[src/hw/rtl/crc_pair_board_match_table_core_macros.svh]
// Assertion macros shared by the match table RTL.
`ifndef CRC_PAIR_BOARD_MATCH_TABLE_CORE_MACROS_SVH
`define CRC_PAIR_BOARD_MATCH_TABLE_CORE_MACROS_SVH

// Check that a condition implies another in the same cycle.
`define CPBM_ASSERT_SAME(label, clk, rst, ante, cons, msg) \
   label: assert property (@(posedge clk) disable iff (rst) (ante) |-> (cons)) \
      else $error(msg);

// Check that a condition implies another in the following cycle.
`define CPBM_ASSERT_NEXT(label, clk, rst, ante, cons, msg) \
   label: assert property (@(posedge clk) disable iff (rst) (ante) |=> (cons)) \
      else $error(msg);

`endif

[src/hw/rtl/cpbm_pkg.sv]
package cpbm_pkg;

   // Table geometry and hit limit
   localparam int TABLE_DEPTH = 256;
   localparam int MAX_HITS    = 16;
   localparam int RESULT_CAP  = 16;
   localparam int HIT_LIMIT   = (MAX_HITS < RESULT_CAP) ? MAX_HITS : RESULT_CAP;

   // Field widths
   localparam int CMD_W    = 2;
   localparam int KEY_W    = 32;
   localparam int BOARD_W  = 16;
   localparam int STATUS_W = 2;
   localparam int SLOT_W   = 8;
   localparam int FILL_W   = $clog2(TABLE_DEPTH + 1);
   localparam int STEP_W   = $clog2(TABLE_DEPTH);
   localparam int HIT_W    = $clog2(HIT_LIMIT + 1);

   // Request commands
   localparam logic [CMD_W-1:0] CMD_CLEAR  = 2'd0;
   localparam logic [CMD_W-1:0] CMD_INSERT = 2'd1;
   localparam logic [CMD_W-1:0] CMD_LOOKUP = 2'd2;

   // Response status codes
   localparam logic [STATUS_W-1:0] STATUS_DONE     = 2'd0;
   localparam logic [STATUS_W-1:0] STATUS_MATCH    = 2'd1;
   localparam logic [STATUS_W-1:0] STATUS_NO_MATCH = 2'd2;
   localparam logic [STATUS_W-1:0] STATUS_FULL     = 2'd3;

   typedef struct packed {
      logic [KEY_W-1:0]   primary_key;
      logic [KEY_W-1:0]   secondary_key;
      logic [BOARD_W-1:0] board_ident;
   } record_type;

   typedef struct packed {
      logic       valid;
      record_type rec;
   } entry_type;

   typedef struct packed {
      logic shift;
      logic clear;
   } chain_ctl_type;

   typedef struct packed {
      logic [STATUS_W-1:0] status;
      logic [BOARD_W-1:0]  match_board;
      logic [SLOT_W-1:0]   match_slot;
      logic                truncated;
      logic                last;
   } result_type;

   // Reduce a table position to the reported slot width
   function automatic logic [SLOT_W-1:0] to_slot(input logic [STEP_W-1:0] idx);
      logic [31:0] wide;
      wide = 32'(idx);
      return wide[SLOT_W-1:0];
   endfunction

endpackage

[src/hw/rtl/cpbm_cell.sv]
module cpbm_cell (
   input  logic                    clock,
   input  logic                    reset,
   input  cpbm_pkg::chain_ctl_type ctl,
   input  cpbm_pkg::entry_type     link_in,
   output cpbm_pkg::entry_type     link_out
);
   import cpbm_pkg::*;

   logic       valid_ff, valid_in;
   record_type rec_ff, rec_in;

   // Take the neighbor's entry on a shift, drop occupancy on a clear
   always_comb begin
      valid_in = valid_ff;
      rec_in   = rec_ff;
      if (ctl.clear) begin
         valid_in = 1'b0;
      end else if (ctl.shift) begin
         valid_in = link_in.valid;
         rec_in   = link_in.rec;
      end
   end

   always_ff @(posedge clock) begin
      if (reset) begin
         valid_ff <= 1'b0;
      end else begin
         valid_ff <= valid_in;
      end
      rec_ff <= rec_in;
   end

   assign link_out.valid = valid_ff;
   assign link_out.rec   = rec_ff;
endmodule

[config.mk]
export PLATFORM = sky130hd
export DESIGN_NAME = cpbm_cell
export DESIGN_NICKNAME = d
export VERILOG_FILES = /design/src/hw/rtl/crc_pair_board_match_table_core_macros.svh /design/src/hw/rtl/cpbm_pkg.sv /design/src/hw/rtl/cpbm_cell.sv
export SDC_FILE = /design/constraint.sdc
export NUM_CORES = 1
export LEC_CHECK = 0
export BUFFER_PORTS_ARGS = -buffer_cell sky130_fd_sc_hd__buf_2
export CAP_MARGIN = 0
export CELL_PAD_IN_SITES_DETAIL_PLACEMENT = 0
export CELL_PAD_IN_SITES_GLOBAL_PLACEMENT = 1
export CORE_MARGIN = 2
export CORE_UTILIZATION = 30
export CTS_BUF_LIST = sky130_fd_sc_hd__clkbuf_4 sky130_fd_sc_hd__clkbuf_8
export DETAILED_ROUTE_END_ITERATION = 8
export GPL_TIMING_DRIVEN = 0
export PLACE_DENSITY_LB_ADDON = 0.1
export SYNTH_ARGS = -nofsm -noshare
export SYNTH_HDL_FRONTEND = slang
export SYNTH_SLANG_ARGS = --single-unit
[constraint.sdc]
create_clock -name clock -period 5.3 [get_ports clock]
set_input_delay 1.06 -clock clock [delete_from_list [all_inputs] [get_ports clock]]
set_output_delay 1.06 -clock clock [all_outputs]
set_load 0.01 [all_outputs]
Word level (Yosys, flattened, before mapping). Index checks and enable logic that the tools add are counted.

Register bits: 81. Output and inout bits: 81.

Bitwise gates (word level): 1. Reduce and logical (&&, ||, !) cells: 2.

Operators by type and width (number): AND reduction 2 bit (1); OR reduction 2 bit (1); NOT 1 bit (1).

Logic depth before layout (Yosys ltp).
Depth after elaboration: 2. Gate-level depth with buffers: 2. Gate-level depth less buffers: 2.

Least setup slack after synthesis. No wires, ideal clock.

Path kind: input port to flip-flop. From: in ctl[0] (netlist bit). To: reg rec_ff, in the netlist link_out[0], enable pin. Library setup time: 0.530 ns. Setup slack: 0.144 ns. Stages: 1. Required time: 4.770 ns. Arrival time: 4.627 ns. Path through: nor2b_1.

Cells in the longest elaborated chain, start to end: 2.

RTL lines: start: declaration (RTL line cpbm_cell.sv:4) `input cpbm_pkg::chain_ctl_type ctl,`; NOT 1 bit (no source line); AND reduction 2 bit (no source line); end signal: assignment (RTL line cpbm_cell.sv:31) `rec_ff <= rec_in;`; end: declaration (RTL line cpbm_cell.sv:11) `record_type rec_ff, rec_in;`.

No other way between the ends. A chain may end at the register's enable or synchronous reset.

Worst setup path in the final report.
From: in ctl[1] (netlist bit). To: reg rec_ff, in the netlist link_out[3], enable pin.

Cells in the longest elaborated chain, start to end: 1.

RTL lines: AND reduction 2 bit (no source line).

No other way between the ends.

==> results_dict.tcl <==
set metrics [dict create \
    total_leakage_power_nw 1.54 \
    flow.area_growth_from_synthesis_pct 49.1 \
    design.final.nets 348 \
    drive_gt1_frac 0.694 \
    clock_latency_ns 0.34 \
    wire_per_inst_um 13.8 \
    die_x_um 94.5 \
    fmax_mhz 436 \
    worst-path-max-fanout 29 \
    viasPerCell 3.89 \
    met1_usage 0.121 \
    grt.busiest_layer "met2" \
    netlist_instances 85 \
    slew_headroom 0.464 \
    min_period_over_period 0.433 \
    globalplace.congestion 0.686 \
    synth.net_count 170 \
    tritoncts_buffers 9 \
    setup_viol_count_final 0 \
    area_of_the_die_um2 8930 \
    cts_htree_levels 3 \
    worstMarginPinSlew_ns 0.802 \
    postRouteWirelength_um 5130 \
    synth-compound-area-share 0 \
    mostFrequentLayoutCell "sky130_fd_sc_hd__buf_2" \
    preCtsSetupSlack_ns 2.60 \
    grt_use_met3 0.0511 \
    hold_path.class "register to register" \
    synthAdderAreaFrac 0 \
    final.hold.worst_slack_ns 0.536 \
    netlist_area_um2 2460 \
    critical_path_required_ns 5.34 \
    drt-initial-drc-count 82 \
    route.antenna.remaining_nets 0 \
    global_route.usage.met2 0.180 \
    status "completed" \
    timing.hold.worst_path_depth 2 \
    grt_max_degree 30 \
    fill_cells 777 \
    timing_hold_violations_final 0 \
    first_global_vias 1487 \
    final_cell_mix "sky130_fd_sc_hd__buf_2 (165), sky130_fd_sc_hd__edfxtp_1 (80), sky130_fd_sc_hd__clkbuf_8 (9)" \
    final_critical_path_required_period_ns 2.29 \
    skew_ns 0 \
    pin_count 166 \
    synthXorXnorAreaFrac 0 \
    endpoint_kind "register" \
    cts-root-to-sink-buffers 2 \
    cts.reportedPaths.clkPinSlew_ns 0.08 \
    synth.distinct_cells 6 \
    drt_drc_violations_left 0 \
    global_route_wire_length_before_repair_um 7200 \
    r2r.worst_path.cells 2 \
    detailroute.via_count 1451 \
    overflow 0 \
    synthesis.area_per_instance_um2 28.9 \
    critPathArrivalTime_ns 2.33 \
    ys_warn_count 0 \
    yosys.area_share.simple 0.00662 \
    synth_seq_area_share 0.986 \
    rsz0062_at_grt "no" \
    placement_rows 33 \
    starting_utilization_of_the_core_area 0.303 \
    cts.sink_count 81 \
    io_buffer_count 165 \
    vdd_ir_drop_max_mv 0.166 \
    power_per_cell_area_nw_per_um2 359 \
    dr_pass1_iterations 4 \
    grt_util_all_layers 0.113 \
    timing_max_transition_violations_final 0 \
    synth_top_family_by_area "simple AND/OR/NAND/NOR gates" \
    clock_tree_from_tritoncts "yes" \
    detailed_place_hpwl_um 3870 \
    worst_slack_ns 3.01 \
    synth_seq_cells 81 \
    cts.repair.resized 0 \
    drv_cap 0 \
    grt_antenna_before_repair 0 \
    post-cts-setup-buffers 0 \
    worstSetupStartpointType "input port" \
    worstSetupPathType "input port to register" \
    fp.dieH_um 94.5 \
    synthMuxAreaShare 0.00408 \
    core_region_area_um2 8090 \
    final.setup.tns_ns 0 \
    cts_hold_buffers 0 \
    antenna-diode-count 0 \
    cts-root-buf "sky130_fd_sc_hd__clkbuf_8" \
]
critical path, stage by stage:
cell	delay (ns)
sky130_fd_sc_hd__buf_2	0.10
sky130_fd_sc_hd__nor2b_4	0.67
sky130_fd_sc_hd__buf_12	0.27
sky130_fd_sc_hd__buf_12	0.21
cells in the mapped netlist, drive strengths merged:
cell type  instances  share of area
mux2i              1         0.0041
nor3               1         0.0041
buf                1         0.0031
nor2b              1         0.0025
edfxtp            80           0.98
dfxtp              1         0.0082
cell type report:
class / instances / area, um^2 / area share
Sequential cell: 81 / 2420 / 0.662
Tap cell: 105 / 131 / 0.0359
Buffer: 1 / 7.51 / 0.00205
Timing Repair Buffer: 167 / 866 / 0.237
Clock inverter: 4 / 53.8 / 0.0147
Multi-Input combinational cell: 3 / 33.8 / 0.00923
Clock buffer: 12 / 146 / 0.0400
power breakdown:
part	switching, mW	internal, mW	total [mW]
Combinational	0.0576	0.0517	0.109
Clock	0.212	0.235	0.446
Sequential	0.00850	0.750	0.759
Total	0.278	1.04	1.31
worst paths after layout:
| path | startpoint | endpoint | slack, ns |
|---|---|---|---|
| max | ctl[1] | link_out[3]$_DFFE_PP_ | 3.01 |
| min | valid_ff$_SDFFE_PP0P_ | valid_ff$_SDFFE_PP0P_ | 0.54 |
| max reg2reg | valid_ff$_SDFFE_PP0P_ | valid_ff$_SDFFE_PP0P_ | 4.69 |
| min reg2reg | valid_ff$_SDFFE_PP0P_ | valid_ff$_SDFFE_PP0P_ | 0.54 |
per-layer routing:
metal  routed length, um  part of all wire
met3                 581              0.11
met2                2600              0.51
met4                 116             0.023
met1                1830              0.36
met5                   0                 0
sequential cells by signal, indices dropped and copies added (netlist names):
register and cells:
link_out 80, valid_ff 1
kinds of logic (layout without fill, tap and decap cells):
group / after synthesis / after routing
simple gates: 2 / 2
buf+inv: 1 / 184
mux: 1 / 1
flops: 81 / 81
per-stage QoR:
stage / cells / utilization / area [um^2] / power [mW]
2_1_floorplan: 85 / - / 2460 / 0.812
3_3_place_gp: 355 / 0.422 / 3410 / 0.884
3_5_place_dp: 357 / 0.428 / 3460 / 0.886
4_1_cts: 373 / 0.452 / 3660 / 1.33
5_1_grt: 373 / 0.452 / 3660 / 1.37
6_report: 373 / 0.452 / 3660 / 1.31
Note: power is estimated with default switching activity, not from simulation.
