File: src/hw/rtl/crc_pair_board_match_table_core_macros.svh
// Assertion macros shared by the match table RTL.
`ifndef CRC_PAIR_BOARD_MATCH_TABLE_CORE_MACROS_SVH
`define CRC_PAIR_BOARD_MATCH_TABLE_CORE_MACROS_SVH

// Check that a condition implies another in the same cycle.
`define CPBM_ASSERT_SAME(label, clk, rst, ante, cons, msg) \
   label: assert property (@(posedge clk) disable iff (rst) (ante) |-> (cons)) \
      else $error(msg);

// Check that a condition implies another in the following cycle.
`define CPBM_ASSERT_NEXT(label, clk, rst, ante, cons, msg) \
   label: assert property (@(posedge clk) disable iff (rst) (ante) |=> (cons)) \
      else $error(msg);

`endif

File: src/hw/rtl/cpbm_pkg.sv
package cpbm_pkg;

   // Table geometry and hit limit
   localparam int TABLE_DEPTH = 256;
   localparam int MAX_HITS    = 16;
   localparam int RESULT_CAP  = 16;
   localparam int HIT_LIMIT   = (MAX_HITS < RESULT_CAP) ? MAX_HITS : RESULT_CAP;

   // Field widths
   localparam int CMD_W    = 2;
   localparam int KEY_W    = 32;
   localparam int BOARD_W  = 16;
   localparam int STATUS_W = 2;
   localparam int SLOT_W   = 8;
   localparam int FILL_W   = $clog2(TABLE_DEPTH + 1);
   localparam int STEP_W   = $clog2(TABLE_DEPTH);
   localparam int HIT_W    = $clog2(HIT_LIMIT + 1);

   // Request commands
   localparam logic [CMD_W-1:0] CMD_CLEAR  = 2'd0;
   localparam logic [CMD_W-1:0] CMD_INSERT = 2'd1;
   localparam logic [CMD_W-1:0] CMD_LOOKUP = 2'd2;

   // Response status codes
   localparam logic [STATUS_W-1:0] STATUS_DONE     = 2'd0;
   localparam logic [STATUS_W-1:0] STATUS_MATCH    = 2'd1;
   localparam logic [STATUS_W-1:0] STATUS_NO_MATCH = 2'd2;
   localparam logic [STATUS_W-1:0] STATUS_FULL     = 2'd3;

   typedef struct packed {
      logic [KEY_W-1:0]   primary_key;
      logic [KEY_W-1:0]   secondary_key;
      logic [BOARD_W-1:0] board_ident;
   } record_type;

   typedef struct packed {
      logic       valid;
      record_type rec;
   } entry_type;

   typedef struct packed {
      logic shift;
      logic clear;
   } chain_ctl_type;

   typedef struct packed {
      logic [STATUS_W-1:0] status;
      logic [BOARD_W-1:0]  match_board;
      logic [SLOT_W-1:0]   match_slot;
      logic                truncated;
      logic                last;
   } result_type;

   // Reduce a table position to the reported slot width
   function automatic logic [SLOT_W-1:0] to_slot(input logic [STEP_W-1:0] idx);
      logic [31:0] wide;
      wide = 32'(idx);
      return wide[SLOT_W-1:0];
   endfunction

endpackage

File: src/hw/rtl/cpbm_req_if.sv
interface cpbm_req_if;
   import cpbm_pkg::*;

   logic               valid;
   logic               ready;
   logic [CMD_W-1:0]   cmd;
   logic [KEY_W-1:0]   primary_key;
   logic [KEY_W-1:0]   secondary_key;
   logic [BOARD_W-1:0] board_ident;

   modport source (output valid, cmd, primary_key, secondary_key, board_ident,
                   input ready);
   modport sink (input valid, cmd, primary_key, secondary_key, board_ident,
                 output ready);
endinterface

File: src/hw/rtl/cpbm_rsp_if.sv
interface cpbm_rsp_if;
   import cpbm_pkg::*;

   logic                valid;
   logic                ready;
   logic [STATUS_W-1:0] status;
   logic [BOARD_W-1:0]  match_board;
   logic [SLOT_W-1:0]   match_slot;
   logic                truncated;
   logic                last;

   modport source (output valid, status, match_board, match_slot, truncated, last,
                   input ready);
   modport sink (input valid, status, match_board, match_slot, truncated, last,
                 output ready);
endinterface

File: src/hw/rtl/cpbm_scan_ctrl.sv
module cpbm_scan_ctrl (
   input  logic                    clock,
   input  logic                    reset,
   cpbm_req_if.sink                req,
   cpbm_rsp_if.source              rsp,
   input  cpbm_pkg::entry_type     tail,
   output cpbm_pkg::entry_type     head,
   output cpbm_pkg::chain_ctl_type ctl
);
   import cpbm_pkg::*;

   localparam logic [1:0] ST_IDLE   = 2'd0;
   localparam logic [1:0] ST_SCAN   = 2'd1;
   localparam logic [1:0] ST_FINISH = 2'd2;

   logic [1:0]         state_ff, state_in;
   logic [FILL_W-1:0]  fill_ff, fill_in;
   logic [STEP_W-1:0]  step_ff, step_in;
   logic [STEP_W-1:0]  slot_ff, slot_in;
   logic [HIT_W-1:0]   hits_ff, hits_in;
   logic               more_ff, more_in;
   logic [KEY_W-1:0]   qpk_ff, qpk_in;
   logic [KEY_W-1:0]   qsk_ff, qsk_in;
   logic [BOARD_W-1:0] pend_board_ff, pend_board_in;
   logic [STEP_W-1:0]  pend_slot_ff, pend_slot_in;
   logic               out_valid_ff, out_valid_in;
   result_type         out_data_ff, out_data_in;

   logic       out_free;
   logic       accept;
   logic       hit;
   logic       emit;
   result_type emit_data;

   assign out_free  = !out_valid_ff || rsp.ready;
   assign req.ready = (state_ff == ST_IDLE) && out_free;
   assign accept    = req.valid && req.ready;

   // Compare the record leaving the tail against the held query
   assign hit = tail.valid && (tail.rec.primary_key == qpk_ff) &&
                ((tail.rec.secondary_key == '0) || (tail.rec.secondary_key == qsk_ff));

   // Sequence commands and the lookup rotation
   always_comb begin
      state_in      = state_ff;
      fill_in       = fill_ff;
      step_in       = step_ff;
      slot_in       = slot_ff;
      hits_in       = hits_ff;
      more_in       = more_ff;
      qpk_in        = qpk_ff;
      qsk_in        = qsk_ff;
      pend_board_in = pend_board_ff;
      pend_slot_in  = pend_slot_ff;
      ctl.shift     = 1'b0;
      ctl.clear     = 1'b0;
      head          = tail;
      emit          = 1'b0;
      emit_data     = '0;

      case (state_ff)
         ST_IDLE: begin
            if (accept) begin
               case (req.cmd)
                  CMD_CLEAR: begin
                     ctl.clear      = 1'b1;
                     fill_in        = '0;
                     emit           = 1'b1;
                     emit_data.status = STATUS_DONE;
                     emit_data.last = 1'b1;
                  end
                  CMD_INSERT: begin
                     emit           = 1'b1;
                     emit_data.last = 1'b1;
                     if (fill_ff == FILL_W'(TABLE_DEPTH)) begin
                        emit_data.status = STATUS_FULL;
                     end else begin
                        // Push the new record in at the head of the chain
                        ctl.shift              = 1'b1;
                        head.valid             = 1'b1;
                        head.rec.primary_key   = req.primary_key;
                        head.rec.secondary_key = req.secondary_key;
                        head.rec.board_ident   = req.board_ident;
                        fill_in                = fill_ff + 1'b1;
                        emit_data.status       = STATUS_DONE;
                     end
                  end
                  CMD_LOOKUP: begin
                     qpk_in   = req.primary_key;
                     qsk_in   = req.secondary_key;
                     step_in  = '0;
                     slot_in  = '0;
                     hits_in  = '0;
                     more_in  = 1'b0;
                     state_in = ST_SCAN;
                  end
                  default: begin
                  end
               endcase
            end
         end
         ST_SCAN: begin
            if (out_free) begin
               // Rotate one record past the compare, tail back to head
               ctl.shift = 1'b1;
               if (tail.valid) begin
                  slot_in = slot_ff + 1'b1;
               end
               if (hit) begin
                  if (hits_ff < HIT_W'(HIT_LIMIT)) begin
                     // Release the previous hit, hold this one until the next
                     if (hits_ff != '0) begin
                        emit                  = 1'b1;
                        emit_data.status      = STATUS_MATCH;
                        emit_data.match_board = pend_board_ff;
                        emit_data.match_slot  = to_slot(pend_slot_ff);
                     end
                     pend_board_in = tail.rec.board_ident;
                     pend_slot_in  = slot_ff;
                     hits_in       = hits_ff + 1'b1;
                  end else begin
                     more_in = 1'b1;
                  end
               end
               step_in = step_ff + 1'b1;
               if (step_ff == STEP_W'(TABLE_DEPTH - 1)) begin
                  state_in = ST_FINISH;
               end
            end
         end
         ST_FINISH: begin
            if (out_free) begin
               emit           = 1'b1;
               emit_data.last = 1'b1;
               if (hits_ff != '0) begin
                  emit_data.status      = STATUS_MATCH;
                  emit_data.match_board = pend_board_ff;
                  emit_data.match_slot  = to_slot(pend_slot_ff);
                  emit_data.truncated   = more_ff;
               end else begin
                  emit_data.status = STATUS_NO_MATCH;
               end
               state_in = ST_IDLE;
            end
         end
         default: begin
            state_in = ST_IDLE;
         end
      endcase
   end

   // Load the response register, drop it once taken
   always_comb begin
      out_valid_in = out_valid_ff;
      out_data_in  = out_data_ff;
      if (emit) begin
         out_valid_in = 1'b1;
         out_data_in  = emit_data;
      end else if (rsp.ready) begin
         out_valid_in = 1'b0;
      end
   end

   always_ff @(posedge clock) begin
      if (reset) begin
         state_ff     <= ST_IDLE;
         fill_ff      <= '0;
         out_valid_ff <= 1'b0;
      end else begin
         state_ff     <= state_in;
         fill_ff      <= fill_in;
         out_valid_ff <= out_valid_in;
      end
      step_ff       <= step_in;
      slot_ff       <= slot_in;
      hits_ff       <= hits_in;
      more_ff       <= more_in;
      qpk_ff        <= qpk_in;
      qsk_ff        <= qsk_in;
      pend_board_ff <= pend_board_in;
      pend_slot_ff  <= pend_slot_in;
      out_data_ff   <= out_data_in;
   end

   assign rsp.valid       = out_valid_ff;
   assign rsp.status      = out_data_ff.status;
   assign rsp.match_board = out_data_ff.match_board;
   assign rsp.match_slot  = out_data_ff.match_slot;
   assign rsp.truncated   = out_data_ff.truncated;
   assign rsp.last        = out_data_ff.last;
endmodule

File: src/flat_wrapper.sv
// flat-port wrapper written by rule: the top's interface ports become plain ports
module cpbm_scan_ctrl_flat import cpbm_pkg::*;
  (clock, reset, tail, head, ctl, req_valid, req_cmd, req_primary_key, req_secondary_key, req_board_ident, req_ready, rsp_valid, rsp_status, rsp_match_board, rsp_match_slot, rsp_truncated, rsp_last, rsp_ready);
  cpbm_req_if req_i ();
  cpbm_rsp_if rsp_i ();
  input  logic clock;
  input  logic reset;
  input  cpbm_pkg::entry_type tail;
  output cpbm_pkg::entry_type head;
  output cpbm_pkg::chain_ctl_type ctl;
  input wire logic [$bits(req_i.valid)-1:0] req_valid;
  input wire logic [$bits(req_i.cmd)-1:0] req_cmd;
  input wire logic [$bits(req_i.primary_key)-1:0] req_primary_key;
  input wire logic [$bits(req_i.secondary_key)-1:0] req_secondary_key;
  input wire logic [$bits(req_i.board_ident)-1:0] req_board_ident;
  output wire logic [$bits(req_i.ready)-1:0] req_ready;
  output wire logic [$bits(rsp_i.valid)-1:0] rsp_valid;
  output wire logic [$bits(rsp_i.status)-1:0] rsp_status;
  output wire logic [$bits(rsp_i.match_board)-1:0] rsp_match_board;
  output wire logic [$bits(rsp_i.match_slot)-1:0] rsp_match_slot;
  output wire logic [$bits(rsp_i.truncated)-1:0] rsp_truncated;
  output wire logic [$bits(rsp_i.last)-1:0] rsp_last;
  input wire logic [$bits(rsp_i.ready)-1:0] rsp_ready;
  assign req_i.valid = req_valid;
  assign req_i.cmd = req_cmd;
  assign req_i.primary_key = req_primary_key;
  assign req_i.secondary_key = req_secondary_key;
  assign req_i.board_ident = req_board_ident;
  assign req_ready = req_i.ready;
  assign rsp_valid = rsp_i.valid;
  assign rsp_status = rsp_i.status;
  assign rsp_match_board = rsp_i.match_board;
  assign rsp_match_slot = rsp_i.match_slot;
  assign rsp_truncated = rsp_i.truncated;
  assign rsp_last = rsp_i.last;
  assign rsp_i.ready = rsp_ready;
  cpbm_scan_ctrl u_core (.clock(clock), .reset(reset), .req(req_i), .rsp(rsp_i), .tail(tail), .head(head), .ctl(ctl));
endmodule
File: config.mk
export PLATFORM = sky130hd
export DESIGN_NAME = cpbm_scan_ctrl_flat
export DESIGN_NICKNAME = d
export VERILOG_FILES = /design/src/hw/rtl/crc_pair_board_match_table_core_macros.svh /design/src/hw/rtl/cpbm_pkg.sv /design/src/hw/rtl/cpbm_req_if.sv /design/src/hw/rtl/cpbm_rsp_if.sv /design/src/hw/rtl/cpbm_scan_ctrl.sv /design/src/flat_wrapper.sv
export SDC_FILE = /design/constraint.sdc
export NUM_CORES = 1
export LEC_CHECK = 0
export BUFFER_PORTS_ARGS = -buffer_cell sky130_fd_sc_hd__buf_4
export CELL_PAD_IN_SITES_DETAIL_PLACEMENT = 1
export CELL_PAD_IN_SITES_GLOBAL_PLACEMENT = 1
export CORE_AREA = 2 2 212 152
export DETAILED_ROUTE_END_ITERATION = 8
export DIE_AREA = 0 0 214 154
export GPL_TIMING_DRIVEN = 1
export PLACE_DENSITY = 0.52
export SLEW_MARGIN = 0
export SYNTH_ARGS = -nofsm -noshare
export SYNTH_HDL_FRONTEND = slang
export SYNTH_SLANG_ARGS = --single-unit
File: constraint.sdc
create_clock -name clock -period 5.8 [get_ports clock]
set_input_delay 1.74 -clock clock [delete_from_list [all_inputs] [get_ports clock]]
set_output_delay 1.74 -clock clock [all_outputs]
set_load 0.01 [all_outputs]
======== Word-level counts from Yosys, hierarchy flattened ========
Index checks and enable logic that the tools add are counted.
storage, ports and cells
  bits in registers ....................... 150
  input port bits ......................... 167
  output and inout bits ................... 113
  logic and storage cells ................. 123
operators by class
  add/sub/neg operators ................... 4
  magnitude comparators ................... 1
  equality and inequality tests ........... 18
  multiplexer cells ....................... 60
  reductions and logical operators ........ 24
operator list
  kind                                                                     number
  81-bit 2-to-1 mux                                                        4
  26-bit 2-to-1 mux                                                        3
  32-bit == test                                                           2
  25-bit 2-to-1 mux                                                        2
  24-bit case mux with 2 select lines                                      1
  8-bit 2-to-1 mux                                                         5
  32-bit logical NOT                                                       1
  8-bit case mux with 2 select lines                                       2
  28-bit 2-to-1 mux                                                        1
  5-bit 2-to-1 mux                                                         5
  2-bit 2-to-1 mux                                                         10
  1-bit 2-to-1 mux                                                         18
  9-bit case mux with 2 select lines                                       1
  8-bit by 1-bit adder with 8-bit output, second input constant            2
  2-bit by 1-bit inequality test with 1-bit output, second input constant  6
  2-bit case mux with 3 select lines                                       2
  4-bit AND reduction                                                      3
  6-bit AND reduction                                                      2
  5-bit case mux with 2 select lines                                       1
  5-bit AND reduction                                                      2
  9-bit by 1-bit adder with 9-bit output, second input constant            1
  9-bit == test, second input constant                                     1
  9-bit 2-to-1 mux                                                         1
  8-bit == test, second input constant                                     1
  other kinds (15)                                                         30

======== Depth between registers and ports, before layout ========
Gate-level depths: netlist of run 1.
  depth after elaboration ................. 7
  mapped depth ............................ 9
  depth with buffers taken out ............ 8

======== Worst setup path after synthesis of run 1 ========
OpenSTA, ideal clock, no wires.
  kind .................................... input port to flip-flop
  start ................................... in tail[69] (netlist bit)
  end ..................................... reg u_core.out_data_ff (netlist bit u_core.rsp.last) (enable)
  setup time .............................. 430 ps
  arrival ................................. 4,464 ps
  path slack .............................. 906 ps
  stages on the path ...................... 6
  cell sequence ........................... xnor2_1 nand4_1 nor4_1 nand4_1 or4_4 a31oi_1
on the way
  word-level cells in the longest chain between the ends .. 6
ends and longest elaborated chain
  element                             RTL line               source
  start, declared                     flat_wrapper.sv:8      input cpbm_pkg::entry_type tail;
  32-bit == test                      cpbm_scan_ctrl.sv:40   assign hit = tail.valid && (tail.rec.primary_key == qpk_ff) &&
  1-bit logical AND (2 in a row)      cpbm_scan_ctrl.sv:40
  1-bit 2-to-1 mux                    cpbm_scan_ctrl.sv:109  if (hit) begin
  1-bit 2-to-1 mux                    cpbm_scan_ctrl.sv:103  if (out_free) begin
  1-bit case mux with 3 select lines  cpbm_scan_ctrl.sv:61   case (state_ff)
  net u_core.emit                     cpbm_scan_ctrl.sv:32   logic emit;
  end signal, assigned                cpbm_scan_ctrl.sv:182  out_data_ff <= out_data_in;
  end, declared                       cpbm_scan_ctrl.sv:27   result_type out_data_ff, out_data_in;
The timed path passes the listed nets, and every way through them passes these cells.
A chain may end at the register's enable or synchronous reset.

==> flow_summary.yaml, run 1 <==
worst_setup_path:
  rr_worst_depth: 7
  path_cells: "buf_4 > or2b_2 > and4b_1 > nand2_1 > nor2_4 > buf_12 > mux2_4 > buf_4"
  path_common_cell: "buf_4"
  critical-path-top-delay-family: "simple AND/OR/NAND/NOR gates"
  rrSetupSlack_ns: 2.64
  r2r_end: "u_core.rsp.match_board[13]"
  end_kind: "primary output"
  max_stage_delay_ns: 0.34
  start_kind: "input port"
  cp_data_arrival_time_ns: 3.56
  crit_type: "input port to primary output"
  required_ns: 4.06
  cp.depth: 8
  cp_slowest_cell: "mux2_4"
  crit_buf_inv: 3
  r2r-start: "u_core.qsk_ff[30]"
  worstPathMaxFanout: 56
sta:
  final-setup-viol-count: 0
  fin_crit_sh_pct: 91.4
  slew_violations: 0
  max_freq_mhz: 189
  relSlewSlack_pct: 35.5
  worstMarginPinSlew_ns: 0.965
  rsz0062_at_grt: "no"
  hold_violations: 0
  finClkSkew_ns: 0.0111
  tns_ns: 0
  period_needed_ns: 5.30
floorplan:
  io_pins: 280
  rows: 54
  core-area_mm2: 0.0307
  start_util_pct: 24.8
  die_h_um: 154
  dieArea_mm2: 0.0330
  die_w_um: 214
hold_path:
  hold-path-endpoint: "u_core.pend_slot_ff[7]"
  holdPathStages: 0
  hold_class: "register to register"
  hold_start: "u_core.slot_ff[7]"
global_route:
  grt-ovfl-total: 0
  grt_pass1_wl_um: 35100
  antenna_found_initial: 0
  grt_pass1_vias: 5723
  grt_max_degree: 57
  grt_use_total_pct: 14.1
power_and_ir_drop:
  vdd_drop_max_mv: 0.150
  p_total_mw: 2.89
  powerDensity_mw_per_mm2: 268
  power_leakage_nw: 4.15
logic_synthesis:
  synth-edff-count: 138
  synth_seq_cells: 150
  synth_most_common_cell: "edfxtp_1"
  yosysSeqAreaShare_pct: 57.6
  synth_area_leader_cell: "edfxtp_1"
  synth_area_leaders: "edfxtp_1 (54%), mux2_4 (13%), xnor2_1 (6.4%), xor2_1 (3.2%), dfxtp_1 (3.2%)"
  ys.flop_type: "edfxtp_1"
  synth_cell_types: 44
  netlist_area_mm2: 0.00762
  synth_cells: 525
  synth_fp_nets: 702
  synth_top_cell_area_share_pct: 54.4
  postSynthAreaPerCell_um2: 14.5
  ys_async_sr_fraction_pct: 0
  synth_common_cells: "edfxtp_1 (138), mux2_4 (67), xnor2_1 (56)"
  synth.yosys.warnings: 0
outcome:
  status: "completed"
cells_and_area:
  nFillCells: 3303
  drive_gt1_share_pct: 49.5
  diodes: 0
  multi_input_area_mm2: 0.00308
  register_area_mm2: 0.00438
  final_nets: 988
  fin_area_mm2: 0.0108
  area_growth_pct: 41.5
placed_design:
  dpl-instance-area_mm2: 0.0102
  numPortBuffers: 279
  dp_hpwl_um: 17900
  gp_congestion: 0.752
clocking:
  cts_root_buf: "clkbuf_16"
  cts_hold_repair.buffers: 0
  clkSlewWorstSetupHoldPaths_ns: 0.07
  numCtsBuffers: 17
  cts_setup_buffers: 0
  htreeDepth: 4
  cts_resized: 0
  clkSinkCount: 150
  worstSkewPairLatency_ns: 0.44
  cts_buffer_depth: 2
  cts_tree: "yes"
drt:
  drt_first_pass_iters: 4
  vias: 5309
  vias_per_cell: 4.27
  avgRoutedWirePerCell_um: 18.5
  drt_iter0_markers: 180
  routed_wl_um: 23000
  remaining_drc_errors: 0
  final_antenna_net_count: 0
flow_run:
  maxCapViolations: 0
## registers in the layout, summed over array words and instances, names as in the netlist, 2 cells and up
register,count
u_core.pend_slot_ff,8
u_core.qpk_ff,32
u_core.hits_ff,5
u_core.rsp.match_board,16
u_core.rsp.match_slot,8
u_core.qsk_ff,32
u_core.fill_ff,9
u_core.step_ff,8
u_core.pend_board_ff,16
u_core.rsp.status,2
u_core.slot_ff,8
u_core.state_ff,2
## metal layers
metal  part of all wire [%]  global-route usage (%)  vias up
met5                      0                       0        -
met4                   0.95                    4.00        0
met3                    7.1                    4.57       13
met2                     45                    21.8      190
met1                     47                    18.9     2574
li1                       -                       -     2532
## layout make-up
class	instances	area share, %
flip-flops and latches	150	40.7
multi-input cells	348	28.6
repair buffers	285	20.1
well taps	420	4.88
clock buffers	17	3.95
clock inverters	15	1.51
inverters	9	0.314
## cell usage in the layout (no fill, tap or decap), types with 5 or more instances in the layout
master     count
ha_1          10
xnor2_1       56
mux2_4        67
clkbuf_16     17
nor4_1        14
dfxtp_1       12
and2_1         5
xor2_1        28
edfxtp_1     138
nand4_1       19
nand2_1       16
nor2_1        35
inv_1          9
nand3_1       12
and3_1         5
a21oi_1        7
nor3b_1       25
mux2_2        13
buf_4        283
## power breakdown
group	internal, mW	switching [mW]
clock	0.611	0.514
sequential	1.24	0.0228
combinational	0.265	0.238
## kinds of logic after synthesis
family,count (synthesis),share of synthesized area [%]
multiplexers,82,15.4
buffers and inverters,27,2.38
flip-flops,150,57.6
AO/OA/AOI/OAI,21,1.84
AND/OR/NAND/NOR,151,11.5
XOR/XNOR,84,9.66
adder cells (fa/ha/maj),10,1.64
## worst max path at each step
stage	endpoint	startpoint	slack [ns]
2_1_floorplan	u_core.rsp.last	tail[69]	0.91
3_3_place_gp	head[64]	rsp_ready	0.52
3_5_place_dp	head[26]	rsp_ready	0.49
4_1_cts	head[71]	rsp_ready	0.49
5_1_grt	head[26]	rsp_ready	0.38
6_report	head[26]	rsp_ready	0.50
## stage by stage
stage | util, % | cells | setup WS [ns] | hold slack, ns
floorplan | - | 525 | 0.906 | 0.446
global placement | 33.1 | 1212 | 0.521 | 0.474
detailed placement | 33.1 | 1212 | 0.495 | 0.470
CTS | 35.1 | 1244 | 0.489 | 0.485
global route | 35.1 | 1244 | 0.377 | 0.501
finish | 35.1 | 1244 | 0.499 | 0.481
(Power assumes the default switching activity.)
==> run 2, diff against run 1 <==
==> constraint.sdc (replaced) <==
create_clock -name clock -period 5.2 [get_ports clock]
set_input_delay 1.56 -clock clock [delete_from_list [all_inputs] [get_ports clock]]
set_output_delay 1.56 -clock clock [all_outputs]
set_load 0.01 [all_outputs]
==> flow_summary.yaml, run 2 (synthesis results as in run 1) <==
drt:
  drt_first_pass_iters: 4
  avgRoutedWirePerCell_um: 18.4
  vias_per_cell: 4.26
  remaining_drc_errors: 0
  routed_wl_um: 22900
  drt_iter0_markers: 170
  vias: 5308
  final_antenna_net_count: 0
placed_design:
  dpl-instance-area_mm2: 0.0102
  post-place-ws_ns: 0.489
  numPortBuffers: 279
  dp_hpwl_um: 18000
  gp_congestion: 0.746
global_route:
  antenna_found_initial: 0
  grt_use_total_pct: 14.0
  grt_pass1_wl_um: 35100
  grt-ovfl-total: 0
  grt_max_degree: 33
  grt_pass1_vias: 5654
sta:
  hold_violations: 0
  final-setup-viol-count: 0
  finalWorstSetupSlack_ns: 0.491
  fin_crit_sh_pct: 90.6
  finClkSkew_ns: 0.00964
  relSlewSlack_pct: 34.0
  rsz0062_at_grt: "no"
  period_needed_ns: 4.71
  slew_violations: 0
  max_freq_mhz: 212
  tns_ns: 0
  worstMarginPinSlew_ns: 0.987
worst_setup_path:
  r2r_end: "u_core.rsp.match_board[13]"
  rr_worst_depth: 7
  end_kind: "primary output"
  start_kind: "input port"
  required_ns: 3.64
  cp_data_arrival_time_ns: 3.15
  rrSetupSlack_ns: 2.09
  worstPathMaxFanout: 32
  r2r-start: "u_core.qsk_ff[30]"
  crit_type: "input port to primary output"
floorplan:
  core-area_mm2: 0.0307
  dieArea_mm2: 0.0330
  io_pins: 280
  die_w_um: 214
  die_h_um: 154
  rows: 54
  start_util_pct: 24.8
cells_and_area:
  fin_area_mm2: 0.0108
  area_growth_pct: 42.1
  diodes: 0
  drive_gt1_share_pct: 49.8
  final_nets: 990
  reg.largest.list: "u_core.qpk_ff (32), u_core.qsk_ff (32)"
  final_cell_mix: "buf_4 (284), edfxtp_1 (138), mux2_4 (67), xnor2_1 (56), nor2_1 (35)"
  final_common_cell: "buf_4"
  nFillCells: 3347
power_and_ir_drop:
  power_leakage_nw: 4.17
  p_total_mw: 3.24
  powerDensity_mw_per_mm2: 300
  vdd_drop_max_mv: 0.193
hold_path:
  hold_class: "register to register"
  hold_start: "u_core.slot_ff[7]"
  hold-path-endpoint: "u_core.pend_slot_ff[7]"
  holdPathStages: 0
flow_run:
  maxCapViolations: 0
clocking:
  cts_root_buf: "clkbuf_16"
  worstSkewPairLatency_ns: 0.43
  cts_tree: "yes"
  cts_buffer_depth: 2
  cts_hold_repair.buffers: 0
  htreeDepth: 4
  clkSinkCount: 150
  clkSlewWorstSetupHoldPaths_ns: 0.07
  cts_setup_buffers: 0
  cts_resized: 0
  numCtsBuffers: 17
outcome:
  status: "completed"
[run 2: cell count changes in the layout (fill, tap and decap cells not counted), sizes merged]
cell  before  now
buf      285  287
[run 2: critical path: stages]
cell and delay, ns:
buf_4 0.08, or2b_2 0.10, and4b_1 0.28, nand2_1 0.12
nor2_4 0.20, buf_12 0.26, mux2_4 0.34, buf_4 0.14
[run 2: worst max-delay path by stage]
stage	startpoint	end	cells after the start
global placement	req_cmd[1]	head[36]	7
floorplan	tail[69]	u_core.rsp.last	6
CTS	rsp_ready	head[36]	8
finish	rsp_ready	head[36]	8
detailed placement	rsp_ready	head[36]	8
global route	rsp_ready	head[0]	8
[run 2: stage by stage]
| step | util, % | instances | hold WS [ns] |
|---|---|---|---|
| after floorplan | - | 525 | 0.446 |
| after detailed placement | 33.2 | 1214 | 0.476 |
| after CTS | 35.2 | 1246 | 0.495 |
| after global routing | 35.2 | 1246 | 0.507 |
| after global placement | 33.2 | 1214 | 0.472 |
| final | 35.2 | 1246 | 0.488 |
[run 2: area by class of cell]
type                    instances  area, µm²  share of cell area [%]
clock buffers                  17        425                    3.93
clock inverters                15        183                    1.69
inverters                       9       33.8                   0.312
multi-input cells             348       3080                    28.5
flip-flops and latches        150       4380                    40.5
well taps                     420        526                    4.86
repair buffers                287       2190                    20.3
[run 2: where the power goes]
| group | leakage, nW | internal, mW | switching, mW |
|---|---|---|---|
| combinational | 2.50 | 0.297 | 0.267 |
| sequential | 1.37 | 1.38 | 0.0257 |
| clock | 0.291 | 0.690 | 0.585 |
| total | 4.17 | 2.37 | 0.878 |
[run 2: layer usage]
layer  vias to the layer above  track usage (%)  wire [µm]
met4                         0             2.70        152
met5                         -                0          0
met1                      2583             19.0      11000
li1                       2534                -          -
met3                        11             5.00       1610
met2                       180             21.7      10100
